$ cat config.mk
export PLATFORM = sky130hd
export DESIGN_NAME = dq_voltage_circle_limiter
export DESIGN_NICKNAME = d
export VERILOG_FILES = /design/src/design/dqvl_pkg.sv /design/src/design/dqvl_fifo.sv /design/src/design/dqvl_front.sv /design/src/design/dqvl_back.sv /design/src/design/dq_voltage_circle_limiter.sv
export SDC_FILE = /design/constraint.sdc
export NUM_CORES = 2
export LEC_CHECK = 0
export ABC_CLOCK_PERIOD_IN_PS = 8550
export BUFFER_PORTS_ARGS = -buffer_cell sky130_fd_sc_hd__buf_2
export CORE_ASPECT_RATIO = 1.25
export CORE_MARGIN = 4
export CORE_UTILIZATION = 60
export CTS_CLUSTER_DIAMETER = 120
export DETAILED_ROUTE_END_ITERATION = 16
export PLACE_DENSITY = 0.79
export RECOVER_POWER = 100
export SYNTH_ARGS = -nofsm -noshare
export SYNTH_HDL_FRONTEND = slang
export SYNTH_HIERARCHICAL = 1
export SYNTH_SLANG_ARGS = --single-unit
$ cat constraint.sdc
create_clock -name clock -period 8.55 [get_ports clock]
set_input_delay 1.71 -clock clock [delete_from_list [all_inputs] [get_ports clock]]
set_output_delay 1.71 -clock clock [all_outputs]
set_load 0.1 [all_outputs]
$ cat src/design/dqvl_pkg.sv
// shared constants, types and scale table for the dq voltage circle limiter
package dqvl_pkg;

   localparam int DATA_W     = 16;
   localparam int SUM_W      = 32;
   localparam int IDX_W      = 7;
   localparam int FACTOR_W   = 15;
   localparam int FRAC_W     = 15;
   localparam int COARSE_LSB = 24;
   localparam int COARSE_W   = SUM_W - COARSE_LSB;

   localparam int RADIUS     = 30145;
   localparam int BASE_INDEX = 54;
   localparam int TAB_LEN    = 74;

   localparam logic [SUM_W-1:0]    LIMIT_SQ  = SUM_W'(RADIUS * RADIUS);
   localparam logic [IDX_W-1:0]    TAB_LAST  = IDX_W'(TAB_LEN - 1);
   localparam logic [COARSE_W-1:0] BASE_CODE = COARSE_W'(BASE_INDEX);

   localparam logic [FACTOR_W-1:0] SCALE_TAB [TAB_LEN] = '{
      15'd32424, 15'd32091, 15'd31929, 15'd31611, 15'd31302, 15'd31002, 15'd30855,
      15'd30568, 15'd30289, 15'd30017, 15'd29884, 15'd29622, 15'd29368, 15'd29243,
      15'd28998, 15'd28759, 15'd28526, 15'd28412, 15'd28187, 15'd27968, 15'd27753,
      15'd27648, 15'd27441, 15'd27238, 15'd27040, 15'd26942, 15'd26750, 15'd26563,
      15'd26470, 15'd26288, 15'd26110, 15'd25935, 15'd25849, 15'd25679, 15'd25513,
      15'd25350, 15'd25269, 15'd25111, 15'd24955, 15'd24803, 15'd24727, 15'd24579,
      15'd24433, 15'd24361, 15'd24219, 15'd24079, 15'd23942, 15'd23874, 15'd23740,
      15'd23609, 15'd23479, 15'd23415, 15'd23289, 15'd23165, 15'd23042, 15'd22982,
      15'd22863, 15'd22745, 15'd22629, 15'd22572, 15'd22459, 15'd22347, 15'd22292,
      15'd22183, 15'd22075, 15'd21970, 15'd21917, 15'd21813, 15'd21711, 15'd21610,
      15'd21561, 15'd21462, 15'd21365, 15'd21268
   };

   // classified pair handed from front to back
   typedef struct packed {
      logic                     limit;
      logic [IDX_W-1:0]         idx;
      logic signed [DATA_W-1:0] q;
      logic signed [DATA_W-1:0] d;
   } mid_item_type;

   // finished pair waiting at the output
   typedef struct packed {
      logic signed [DATA_W-1:0] q;
      logic signed [DATA_W-1:0] d;
   } res_item_type;

   function automatic logic [FACTOR_W-1:0] scale_factor(input logic [IDX_W-1:0] idx);
      logic [FACTOR_W-1:0] f;
      if (idx > TAB_LAST) begin
         f = SCALE_TAB[TAB_LEN-1];
      end else begin
         f = SCALE_TAB[idx];
      end
      return f;
   endfunction

endpackage

$ cat src/design/dqvl_fifo.sv
// small first-word-fall-through queue with occupancy count
module dqvl_fifo #(
   parameter int DEPTH = 4,
   parameter int WIDTH = 8
) (
   input  logic                       clock,
   input  logic                       reset,
   input  logic                       push,
   input  logic [WIDTH-1:0]           push_data,
   input  logic                       pop,
   output logic [WIDTH-1:0]           pop_data,
   output logic                       empty,
   output logic [$clog2(DEPTH+1)-1:0] count
);

   localparam int PTR_W = $clog2(DEPTH);
   localparam int CNT_W = $clog2(DEPTH + 1);

   logic [WIDTH-1:0] mem_ff [DEPTH];
   logic [PTR_W-1:0] wr_ptr_ff, wr_ptr_in;
   logic [PTR_W-1:0] rd_ptr_ff, rd_ptr_in;
   logic [CNT_W-1:0] count_ff, count_in;
   logic             do_pop;

   assign empty    = (count_ff == '0);
   assign count    = count_ff;
   assign pop_data = mem_ff[rd_ptr_ff];
   assign do_pop   = pop && !empty;

   always_comb begin
      wr_ptr_in = wr_ptr_ff;
      rd_ptr_in = rd_ptr_ff;
      count_in  = count_ff;
      if (push) begin
         wr_ptr_in = (wr_ptr_ff == PTR_W'(DEPTH - 1)) ? '0 : wr_ptr_ff + 1'b1;
      end
      if (do_pop) begin
         rd_ptr_in = (rd_ptr_ff == PTR_W'(DEPTH - 1)) ? '0 : rd_ptr_ff + 1'b1;
      end
      if (push && !do_pop) begin
         count_in = count_ff + 1'b1;
      end else if (!push && do_pop) begin
         count_in = count_ff - 1'b1;
      end
   end

   always_ff @(posedge clock) begin
      if (reset) begin
         wr_ptr_ff <= '0;
         rd_ptr_ff <= '0;
         count_ff  <= '0;
      end else begin
         wr_ptr_ff <= wr_ptr_in;
         rd_ptr_ff <= rd_ptr_in;
         count_ff  <= count_in;
      end
   end

   always_ff @(posedge clock) begin
      if (push) begin
         mem_ff[wr_ptr_ff] <= push_data;
      end
   end

endmodule

$ cat src/design/dqvl_front.sv
// front end: accepts dq pairs, squares them and classifies against the circle
module dqvl_front #(
   parameter int MID_DEPTH = 4
) (
   input  logic                                clock,
   input  logic                                reset,
   input  logic                                req_push,
   output logic                                req_full,
   input  logic signed [dqvl_pkg::DATA_W-1:0]  req_q_in,
   input  logic signed [dqvl_pkg::DATA_W-1:0]  req_d_in,
   input  logic [$clog2(MID_DEPTH+1)-1:0]      mid_count,
   output logic                                mid_push,
   output dqvl_pkg::mid_item_type              mid_data
);

   import dqvl_pkg::*;

   localparam int CNT_W = $clog2(MID_DEPTH + 1);

   logic                     accept;
   logic [CNT_W:0]           used;
   logic                     s1_valid_ff, s1_valid_in;
   logic signed [DATA_W-1:0] q_ff, q_in;
   logic signed [DATA_W-1:0] d_ff, d_in;
   logic [SUM_W-2:0]         qq_ff, qq_in;
   logic [SUM_W-2:0]         dd_ff, dd_in;
   logic signed [SUM_W-1:0]  qq_full, dd_full;
   logic [SUM_W-1:0]         sum;
   logic [COARSE_W-1:0]      idx_raw;
   logic [IDX_W-1:0]         idx_sat;

   // slots held by the queue plus the pair still in the square stage
   assign used     = {1'b0, mid_count} + (CNT_W + 1)'(s1_valid_ff);
   assign req_full = (used >= (CNT_W + 1)'(MID_DEPTH));
   assign accept   = req_push && !req_full;

   assign qq_full     = SUM_W'(req_q_in) * SUM_W'(req_q_in);
   assign dd_full     = SUM_W'(req_d_in) * SUM_W'(req_d_in);
   assign s1_valid_in = accept;
   assign q_in        = req_q_in;
   assign d_in        = req_d_in;
   assign qq_in       = qq_full[SUM_W-2:0];
   assign dd_in       = dd_full[SUM_W-2:0];

   always_ff @(posedge clock) begin
      if (reset) begin
         s1_valid_ff <= 1'b0;
      end else begin
         s1_valid_ff <= s1_valid_in;
      end
   end

   always_ff @(posedge clock) begin
      if (accept) begin
         q_ff  <= q_in;
         d_ff  <= d_in;
         qq_ff <= qq_in;
         dd_ff <= dd_in;
      end
   end

   // unsigned sum cannot overflow, both at -32768 gives exactly 2^31
   assign sum     = {1'b0, qq_ff} + {1'b0, dd_ff};
   assign idx_raw = sum[SUM_W-1:COARSE_LSB] - BASE_CODE;

   always_comb begin
      if (idx_raw > COARSE_W'(TAB_LAST)) begin
         idx_sat = TAB_LAST;
      end else begin
         idx_sat = idx_raw[IDX_W-1:0];
      end
   end

   assign mid_push       = s1_valid_ff;
   assign mid_data.limit = (sum > LIMIT_SQ);
   assign mid_data.idx   = idx_sat;
   assign mid_data.q     = q_ff;
   assign mid_data.d     = d_ff;

endmodule

$ cat src/design/dqvl_back.sv
// back end: table lookup, scaling multiply and truncation toward zero, or pass-through inside the circle
module dqvl_back #(
   parameter int OUT_DEPTH = 4
) (
   input  logic                            clock,
   input  logic                            reset,
   input  logic                            mid_empty,
   input  dqvl_pkg::mid_item_type          mid_data,
   output logic                            mid_pop,
   input  logic [$clog2(OUT_DEPTH+1)-1:0]  out_count,
   output logic                            out_push,
   output dqvl_pkg::res_item_type          out_data
);

   import dqvl_pkg::*;

   localparam int CNT_W = $clog2(OUT_DEPTH + 1);

   logic [CNT_W:0]           used;
   logic                     b1_valid_ff, b1_valid_in;
   logic                     b1_limit_ff;
   logic signed [DATA_W-1:0] b1_q_ff, b1_d_ff;
   logic [FACTOR_W-1:0]      b1_factor_ff, b1_factor_in;
   logic                     b2_valid_ff, b2_valid_in;
   logic                     b2_limit_ff;
   logic signed [DATA_W-1:0] b2_q_ff, b2_d_ff;
   logic signed [SUM_W-1:0]  b2_prod_q_ff, b2_prod_q_in;
   logic signed [SUM_W-1:0]  b2_prod_d_ff, b2_prod_d_in;
   logic signed [FACTOR_W:0] factor_s;
   logic signed [SUM_W-1:0]  adj_q, adj_d;

   // output queue slots plus pairs still in the two back stages
   assign used    = {1'b0, out_count} + (CNT_W + 1)'(b1_valid_ff)
                    + (CNT_W + 1)'(b2_valid_ff);
   assign mid_pop = !mid_empty && (used < (CNT_W + 1)'(OUT_DEPTH));

   assign b1_valid_in  = mid_pop;
   assign b1_factor_in = scale_factor(mid_data.idx);

   assign factor_s     = $signed({1'b0, b1_factor_ff});
   assign b2_valid_in  = b1_valid_ff;
   assign b2_prod_q_in = SUM_W'(b1_q_ff) * SUM_W'(factor_s);
   assign b2_prod_d_in = SUM_W'(b1_d_ff) * SUM_W'(factor_s);

   always_ff @(posedge clock) begin
      if (reset) begin
         b1_valid_ff <= 1'b0;
         b2_valid_ff <= 1'b0;
      end else begin
         b1_valid_ff <= b1_valid_in;
         b2_valid_ff <= b2_valid_in;
      end
   end

   always_ff @(posedge clock) begin
      if (mid_pop) begin
         b1_limit_ff  <= mid_data.limit;
         b1_q_ff      <= mid_data.q;
         b1_d_ff      <= mid_data.d;
         b1_factor_ff <= b1_factor_in;
      end
      if (b1_valid_ff) begin
         b2_limit_ff  <= b1_limit_ff;
         b2_q_ff      <= b1_q_ff;
         b2_d_ff      <= b1_d_ff;
         b2_prod_q_ff <= b2_prod_q_in;
         b2_prod_d_ff <= b2_prod_d_in;
      end
   end

   // bias negatives so the arithmetic shift truncates toward zero
   localparam logic signed [SUM_W-1:0] TRUNC_BIAS = SUM_W'((1 << FRAC_W) - 1);

   assign adj_q = b2_prod_q_ff + (b2_prod_q_ff[SUM_W-1] ? TRUNC_BIAS : '0);
   assign adj_d = b2_prod_d_ff + (b2_prod_d_ff[SUM_W-1] ? TRUNC_BIAS : '0);

   assign out_push   = b2_valid_ff;
   assign out_data.q = b2_limit_ff ? adj_q[FRAC_W+DATA_W-1:FRAC_W] : b2_q_ff;
   assign out_data.d = b2_limit_ff ? adj_d[FRAC_W+DATA_W-1:FRAC_W] : b2_d_ff;

endmodule

$ cat src/design/dq_voltage_circle_limiter.sv
// path: square stage register, mid queue, the two back stage registers, then the output queue
// throughput: one pair per cycle barring rsp stalls, set by the square stage and scaling multipliers
// the front and back run on credits against their queues, so stalls on the rsp side
// back up into the mid queue and only then raise req_full
// reset: synchronous, clears the queues and stage valids, no payload is cleared
// after reset req_full is low and rsp_empty is high
module dq_voltage_circle_limiter #(
   parameter int MID_DEPTH = 4,
   parameter int OUT_DEPTH = 4
) (
   input  logic                                clock,
   input  logic                                reset,
   input  logic                                req_push,
   output logic                                req_full,
   input  logic signed [dqvl_pkg::DATA_W-1:0]  req_q_in,
   input  logic signed [dqvl_pkg::DATA_W-1:0]  req_d_in,
   output logic                                rsp_empty,
   input  logic                                rsp_pop,
   output logic signed [dqvl_pkg::DATA_W-1:0]  rsp_q_out,
   output logic signed [dqvl_pkg::DATA_W-1:0]  rsp_d_out
);

   import dqvl_pkg::*;

   localparam int MID_CNT_W = $clog2(MID_DEPTH + 1);
   localparam int OUT_CNT_W = $clog2(OUT_DEPTH + 1);

   // front to mid queue
   logic                 mid_push;
   mid_item_type         mid_wr_data;
   mid_item_type         mid_rd_data;
   logic                 mid_pop;
   logic                 mid_empty;
   logic [MID_CNT_W-1:0] mid_count;

   // back to output queue
   logic                 out_push;
   res_item_type         out_wr_data;
   res_item_type         out_rd_data;
   logic                 out_empty;
   logic [OUT_CNT_W-1:0] out_count;

   // front: accept transaction, square both axes, classify and pick the table index
   dqvl_front #(
      .MID_DEPTH (MID_DEPTH)
   ) u_front (
      .clock     (clock),
      .reset     (reset),
      .req_push  (req_push),
      .req_full  (req_full),
      .req_q_in  (req_q_in),
      .req_d_in  (req_d_in),
      .mid_count (mid_count),
      .mid_push  (mid_push),
      .mid_data  (mid_wr_data)
   );

   // decoupling queue between classification and scaling
   dqvl_fifo #(
      .DEPTH (MID_DEPTH),
      .WIDTH ($bits(mid_item_type))
   ) u_mid_fifo (
      .clock     (clock),
      .reset     (reset),
      .push      (mid_push),
      .push_data (mid_wr_data),
      .pop       (mid_pop),
      .pop_data  (mid_rd_data),
      .empty     (mid_empty),
      .count     (mid_count)
   );

   // back: scale factor lookup, multiply, truncate, or pass the pair through
   dqvl_back #(
      .OUT_DEPTH (OUT_DEPTH)
   ) u_back (
      .clock     (clock),
      .reset     (reset),
      .mid_empty (mid_empty),
      .mid_data  (mid_rd_data),
      .mid_pop   (mid_pop),
      .out_count (out_count),
      .out_push  (out_push),
      .out_data  (out_wr_data)
   );

   // result queue, its head is the oldest finished transaction
   dqvl_fifo #(
      .DEPTH (OUT_DEPTH),
      .WIDTH ($bits(res_item_type))
   ) u_out_fifo (
      .clock     (clock),
      .reset     (reset),
      .push      (out_push),
      .push_data (out_wr_data),
      .pop       (rsp_pop),
      .pop_data  (out_rd_data),
      .empty     (out_empty),
      .count     (out_count)
   );

   assign rsp_empty = out_empty;
   assign rsp_q_out = out_rd_data.q;
   assign rsp_d_out = out_rd_data.d;

endmodule

* Word level (Yosys, flattened, before mapping)
Memory sizes are Yosys's and may differ from the RTL's. A register that Yosys moved wholly into a read port is not among the register bits.
Cells that the tools add are included.
** Cells by class
- Bitwise operators :: 1
- Multiplexer cells :: 21
- Add/subtract/negate cells :: 15
- Eq/ne operators :: 4
- Multiply operators :: 4
- $lt $le $gt $ge :: 5
- Reduce and logical (&&, ||, !) cells :: 19
** Operator list (count)
- 16-bit by 16-bit multiplier with 32-bit output :: 2
- 31-bit adder :: 2
- 16-bit by 16-bit multiplier with 31-bit output :: 2
- 31-bit by 31-bit adder with 32-bit output :: 1
- 32-bit by 30-bit greater-than comparator with 1-bit output (second input constant) :: 1
- 16-bit two-way mux :: 2
- 15-bit two-way mux :: 2
- 2-bit two-way mux :: 8
- 3-bit two-way mux :: 4
- 2-bit by 1-bit adder with 2-bit output (second input constant) :: 4
- 3-bit by 1-bit adder with 4-bit output :: 2
- 2-bit equality test (second input constant) :: 4
- 8-bit by 7-bit greater-than comparator with 1-bit output (second input constant) :: 1
- 1-bit logical AND :: 8
- 7-bit inverter with 8-bit output :: 1
- 8-bit by 6-bit subtractor with 8-bit output (second input constant) :: 1
- 7-bit greater-than comparator (second input constant) :: 1
- 1-bit zero test :: 7
- 7-bit two-way mux :: 1
- 3-bit by 1-bit adder with 3-bit output (second input constant) :: 2
- 3-bit zero test :: 2
- 3-bit by 1-bit subtractor with 3-bit output (second input constant) :: 2
- 4-bit by 1-bit adder with 4-bit output :: 1
- 4-bit by 3-bit >= comparator with 1-bit output (second input constant) :: 1
- 3 further kinds :: 7
** Word-level totals
- Bits in writable memories :: 288
- Memories kept :: 3
- Output and inout port bits :: 34
- Bits in read-only memories :: 1920
- Register bits :: 241
- Word-level logic and storage cells :: 93
** Memory list
- (name not given) :: depth 128, bits a word 15, rd ports 1, clocked after Yosys merged registers in 1, write ports 0, RTL line dqvl_pkg.sv:53 : f = SCALE_TAB[idx];
- u_mid_fifo.mem_ff :: depth 4, bits a word 40, rd ports 1, clocked after Yosys merged registers in 1, write ports 1, RTL line dqvl_fifo.sv:19 : logic [WIDTH-1:0] mem_ff [DEPTH];
- u_out_fifo.mem_ff :: depth 4, bits a word 32, rd ports 1, clocked after Yosys merged registers in 1, write ports 1, RTL line dqvl_fifo.sv:19

* Longest topological paths before layout
- Word-level depth :: 8
- Mapped depth :: 25
- Gate-level depth less buffers :: 25

* Modules after synthesis
Netlist, hierarchy kept.
** Modules (own cells, without submodules)
- dqvl_back :: seq. area each 4364.2 µm², cells an instance 2749, times used 1, area each 26280.2 µm²
- dqvl_front :: seq. area each 2722.6 µm², cells an instance 2292, times used 1, area each 21904.8 µm²
- dqvl_fifo at u_mid_fifo :: seq. area each 4984.8 µm², cells an instance 252, times used 1, area each 6266.0 µm²
- dqvl_fifo at u_out_fifo :: seq. area each 4023.9 µm², cells an instance 210, times used 1, area each 5107.4 µm²

* Worst setup path before layout
No wires, ideal clock.
- Path kind :: input to register
- From :: input req_d_in[12] (netlist name)
- To :: register u_front.dd_ff[29], data pin
- Setup slack :: 462 ps
- Stages :: 24
- Arrival :: 7830 ps
- Path through :: clkbuf_1 > clkinv_1 > nor2_1 > ha_1 > xor2_1 > fa_1 > fa_1 > inv_1 > fa_1 > fa_1 > inv_1 > fa_1 > inv_1 > ha_1 > a21o_1 > a21o_1 > a2111o_1 > a21o_1 > a31oi_1 > a22oi_1 > a2111o_1 > a21o_1 > a21oi_1 > xnor2_1
** Between the ends
- Longest elaborated chain between the ends :: 1
** Ends and longest elaborated chain
- start, declared :: RTL line dq_voltage_circle_limiter.sv:16 : input logic signed [dqvl_pkg::DATA_W-1:0] req_d_in,
- 16-bit by 16-bit multiplier with 31-bit output :: RTL line dqvl_front.sv:38 : assign dd_full = SUM_W'(req_d_in) * SUM_W'(req_d_in);
- net u_front.dd_full[29] :: RTL line dqvl_front.sv:27 : logic signed [SUM_W-1:0] qq_full, dd_full;
- end signal, assigned :: RTL line dqvl_front.sv:58 : dd_ff <= dd_in;
- end, declared :: RTL line dqvl_front.sv:26 : logic [SUM_W-2:0] dd_ff, dd_in;
The timed path passes the listed nets, and every way through them passes these cells.
A chain may end at the register's enable or synchronous reset.

* Worst setup path in the final report
- From :: input req_d_in[3] (netlist name)
- To :: register u_front.dd_ff[29], data pin
Same word-level chain as after synthesis.

==> summary.txt <==
Slew Limit Fails = 567
clk slew on worst S/H paths = 0.06 ns
YS warnings = 6
area of the multi-input gates = 0.0378 mm2
Async SR Flop Fraction = 0%
via count = 38455
Seq/Total Area, Yosys = 27.0%
DR WL met3 = 6010 um
Post-CTS Setup Bufs = 0
hpwl dp = 96400 um
Syn Area/Cell = 10.8 um2
DRC violation count after routing = 0
most area-hungry cell type in the Yosys netlist = fa_1
die area = 0.104 mm2
Worst Hold Depth = 0
gr usage total = 24.5%
Clock Skew = 0.0635 ns
top cell type's share of synthesized area = 32.0%
drt wl/cell = 18.3 um
nets = 6906
Post-Synthesis Cells = 5503
Final Critical Period = 8.00 ns
Final period util = 93.6%
I/O Buffers = 69
CP Data Arrival Time = 8.40 ns
Worst Hold Class = flip-flop to flip-flop
die width = 290 um
Top FF cell, synth = edfxtp_1
Max Cap Viol = 14
most frequent cells after synthesis = inv_1, fa_1, edfxtp_1
DRT Pass-1 Iters = 6
Routed met1 length = 46800 um
Fin. Hold Viols = 0
Post-synth EDFFs = 522
Core Area = 0.0980 mm2
total CTS buffers = 57
ant diodes = 0
synth unique cells = 90
CP Capture Type = flip-flop
number of global-route vias before repair = 41894
PostCTS Resize Cnt = 0
die height = 360 um
fill count = 7476
count leader, synth = inv_1
worst rel slew slack = -192%
Root Buffer = clkbuf_16
worst skew pair latency = 0.66 ns
DRT Wirelength = 125000 um
WS Path Type = input port to flip-flop
first-pass GRT wire length = 208000 um
Rows = 128
CP required = 8.95 ns
H-tree Lvls = 2
uppermost layer routed = met5
DR vias/cell = 5.62
CP Max Fanout = 10
GRT overflow = 0
Slew @ Worst Pin = 4.37 ns
Register Area = 0.0161 mm2
initial antenna violation count = 2
run status = finished, violations left
Max clock buf depth = 3
Setup crit start kind = input port
final antenna-violating net count = 0
WL met2 = 67100 um
Layout area overhead = 5.71%
DRT iter0 DRCs = 2348
clock sink count = 543
Syn Nets = 6916
Synth Register Bits = 543
FMAX = 125 MHz
largest net degree at the start of global routing = 78
share of cells above drive strength 1 = 4.53%
R2R cell count = 20
Final Setup Violations = 0
RSZ-0062 raised after global routing = false
routability congestion estimate = 0.912
Post-CTS Hold Buffers = 0
final setup TNS = 0 ns
I/O pin total = 70
CTS tree = built
Starting Density = 60.8%
Area contributors post-synth = fa_1, edfxtp_1, ha_1
failing checks = capacitance limit, slew limit
Mapped Area = 0.0596 mm2
logic make-up after synthesis:
kind of cell	count (synthesis)	share of synthesized area, %
buf+inv	1456	9.46
fa+ha+maj	1377	40.9
simple gates	1283	10.4
flops	543	27.0
xor+xnor	194	2.85
mux	100	3.26
compound gates	550	6.06
worst max-delay path, cell delays in order:
cell	delay, ns
clkbuf_1	0.31
clkbuf_1	0.51
nand2_1	0.19
fa_1	0.53
fa_1	0.55
fa_1	0.53
inv_1	0.06
fa_1	0.49
fa_1	0.49
inv_1	0.05
fa_1	0.48
inv_1	0.05
ha_1	0.32
a21o_1	0.21
a2111o_1	0.42
a21o_1	0.16
a31oi_1	0.28
a22oi_1	0.20
a2111o_1	0.43
a21o_1	0.16
a21oi_1	0.16
xnor2_1	0.08
sequential cells by signal, summed over array words and instances (netlist names), named ones only:
register,cells
u_back/b1_factor_ff,14
u_back/b2_d_ff,16
u_front/qq_ff,29
u_back/b2_prod_d_ff,32
u_out_fifo/rd_ptr_ff,2
u_out_fifo/wr_ptr_ff,2
u_back/b1_valid_ff,1
u_front/q_ff,16
u_back/b2_limit_ff,1
u_mid_fifo/mem_ff,160
u_out_fifo/count,3
u_back/b2_q_ff,16
u_mid_fifo/wr_ptr_ff,2
u_back/b1_d_ff,16
u_back/b2_prod_q_ff,32
u_out_fifo/mem_ff,128
u_front/dd_ff,29
u_mid_fifo/rd_ptr_ff,2
u_front/d_ff,16
u_mid_fifo/count,3
u_back/b1_limit_ff,1
u_front/mid_push,1
u_back/out_push,1
u_back/b1_q_ff,16
path summary, 6_finish.rpt:
path                                   end  slack (ns)              startpoint
setup reg to reg   u_back/b2_prod_d_ff[30]        0.66  u_back/b1_factor_ff[1]
hold reg to reg   u_mid_fifo/mem_ff[1][20]        0.50         u_front/q_ff[4]
setup / recovery         u_front/dd_ff[29]        0.55             req_d_in[3]
hold / removal    u_mid_fifo/mem_ff[1][20]        0.50         u_front/q_ff[4]
layout make-up:
cell class,count,share of cell area (%)
multi-input combinational,3504,60.0
sequential,543,25.6
inverter,1264,7.54
tap,1300,2.58
clock buffer,61,2.29
clock inverter,46,1.09
timing repair buffer,123,0.940
cell usage in the layout, fill, tap and decap left out, types with 17 or more instances in the layout:
master,instances
nor3_1,56
edfxtp_1,522
nand3_1,47
nor2_1,217
xor2_1,47
mux2i_1,21
fa_1,951
nand2_1,490
o21a_1,17
inv_1,1260
and2_0,23
buf_4,31
clkbuf_16,57
xnor2_1,147
dfxtp_1,19
a21oi_1,181
nand2b_1,26
ha_1,426
clkbuf_1,85
or3_1,23
and2_1,273
nand4_1,23
a21o_1,58
nor2b_1,25
mux4_2,72
a211oi_1,36
and3_1,17
o21ai_0,99
routing by layer:
layer	vias to the layer above	track usage, %
li1	17403	-
met5	-	0
met4	2	8.89
met1	19561	29.4
met3	331	2.80
met2	1158	45.5
per-stage QoR:
step | util [%] | cell area [um2] | cells | hold slack [ns] | setup WS (ns)
floorplan | - | 59600 | 5503 | 0.400 | 0.462
global placement | 62.3 | 61100 | 6734 | 0.468 | 0.326
detailed placement | 62.3 | 61100 | 6734 | 0.488 | 0.254
CTS | 64.5 | 63200 | 6841 | 0.498 | 0.949
global route | 64.2 | 63000 | 6841 | 0.519 | 0.314
finish | 64.2 | 63000 | 6841 | 0.496 | 0.548
Power is not shown: default switching activity piles up to over one toggle a cycle in this logic, so the estimate is an artifact.
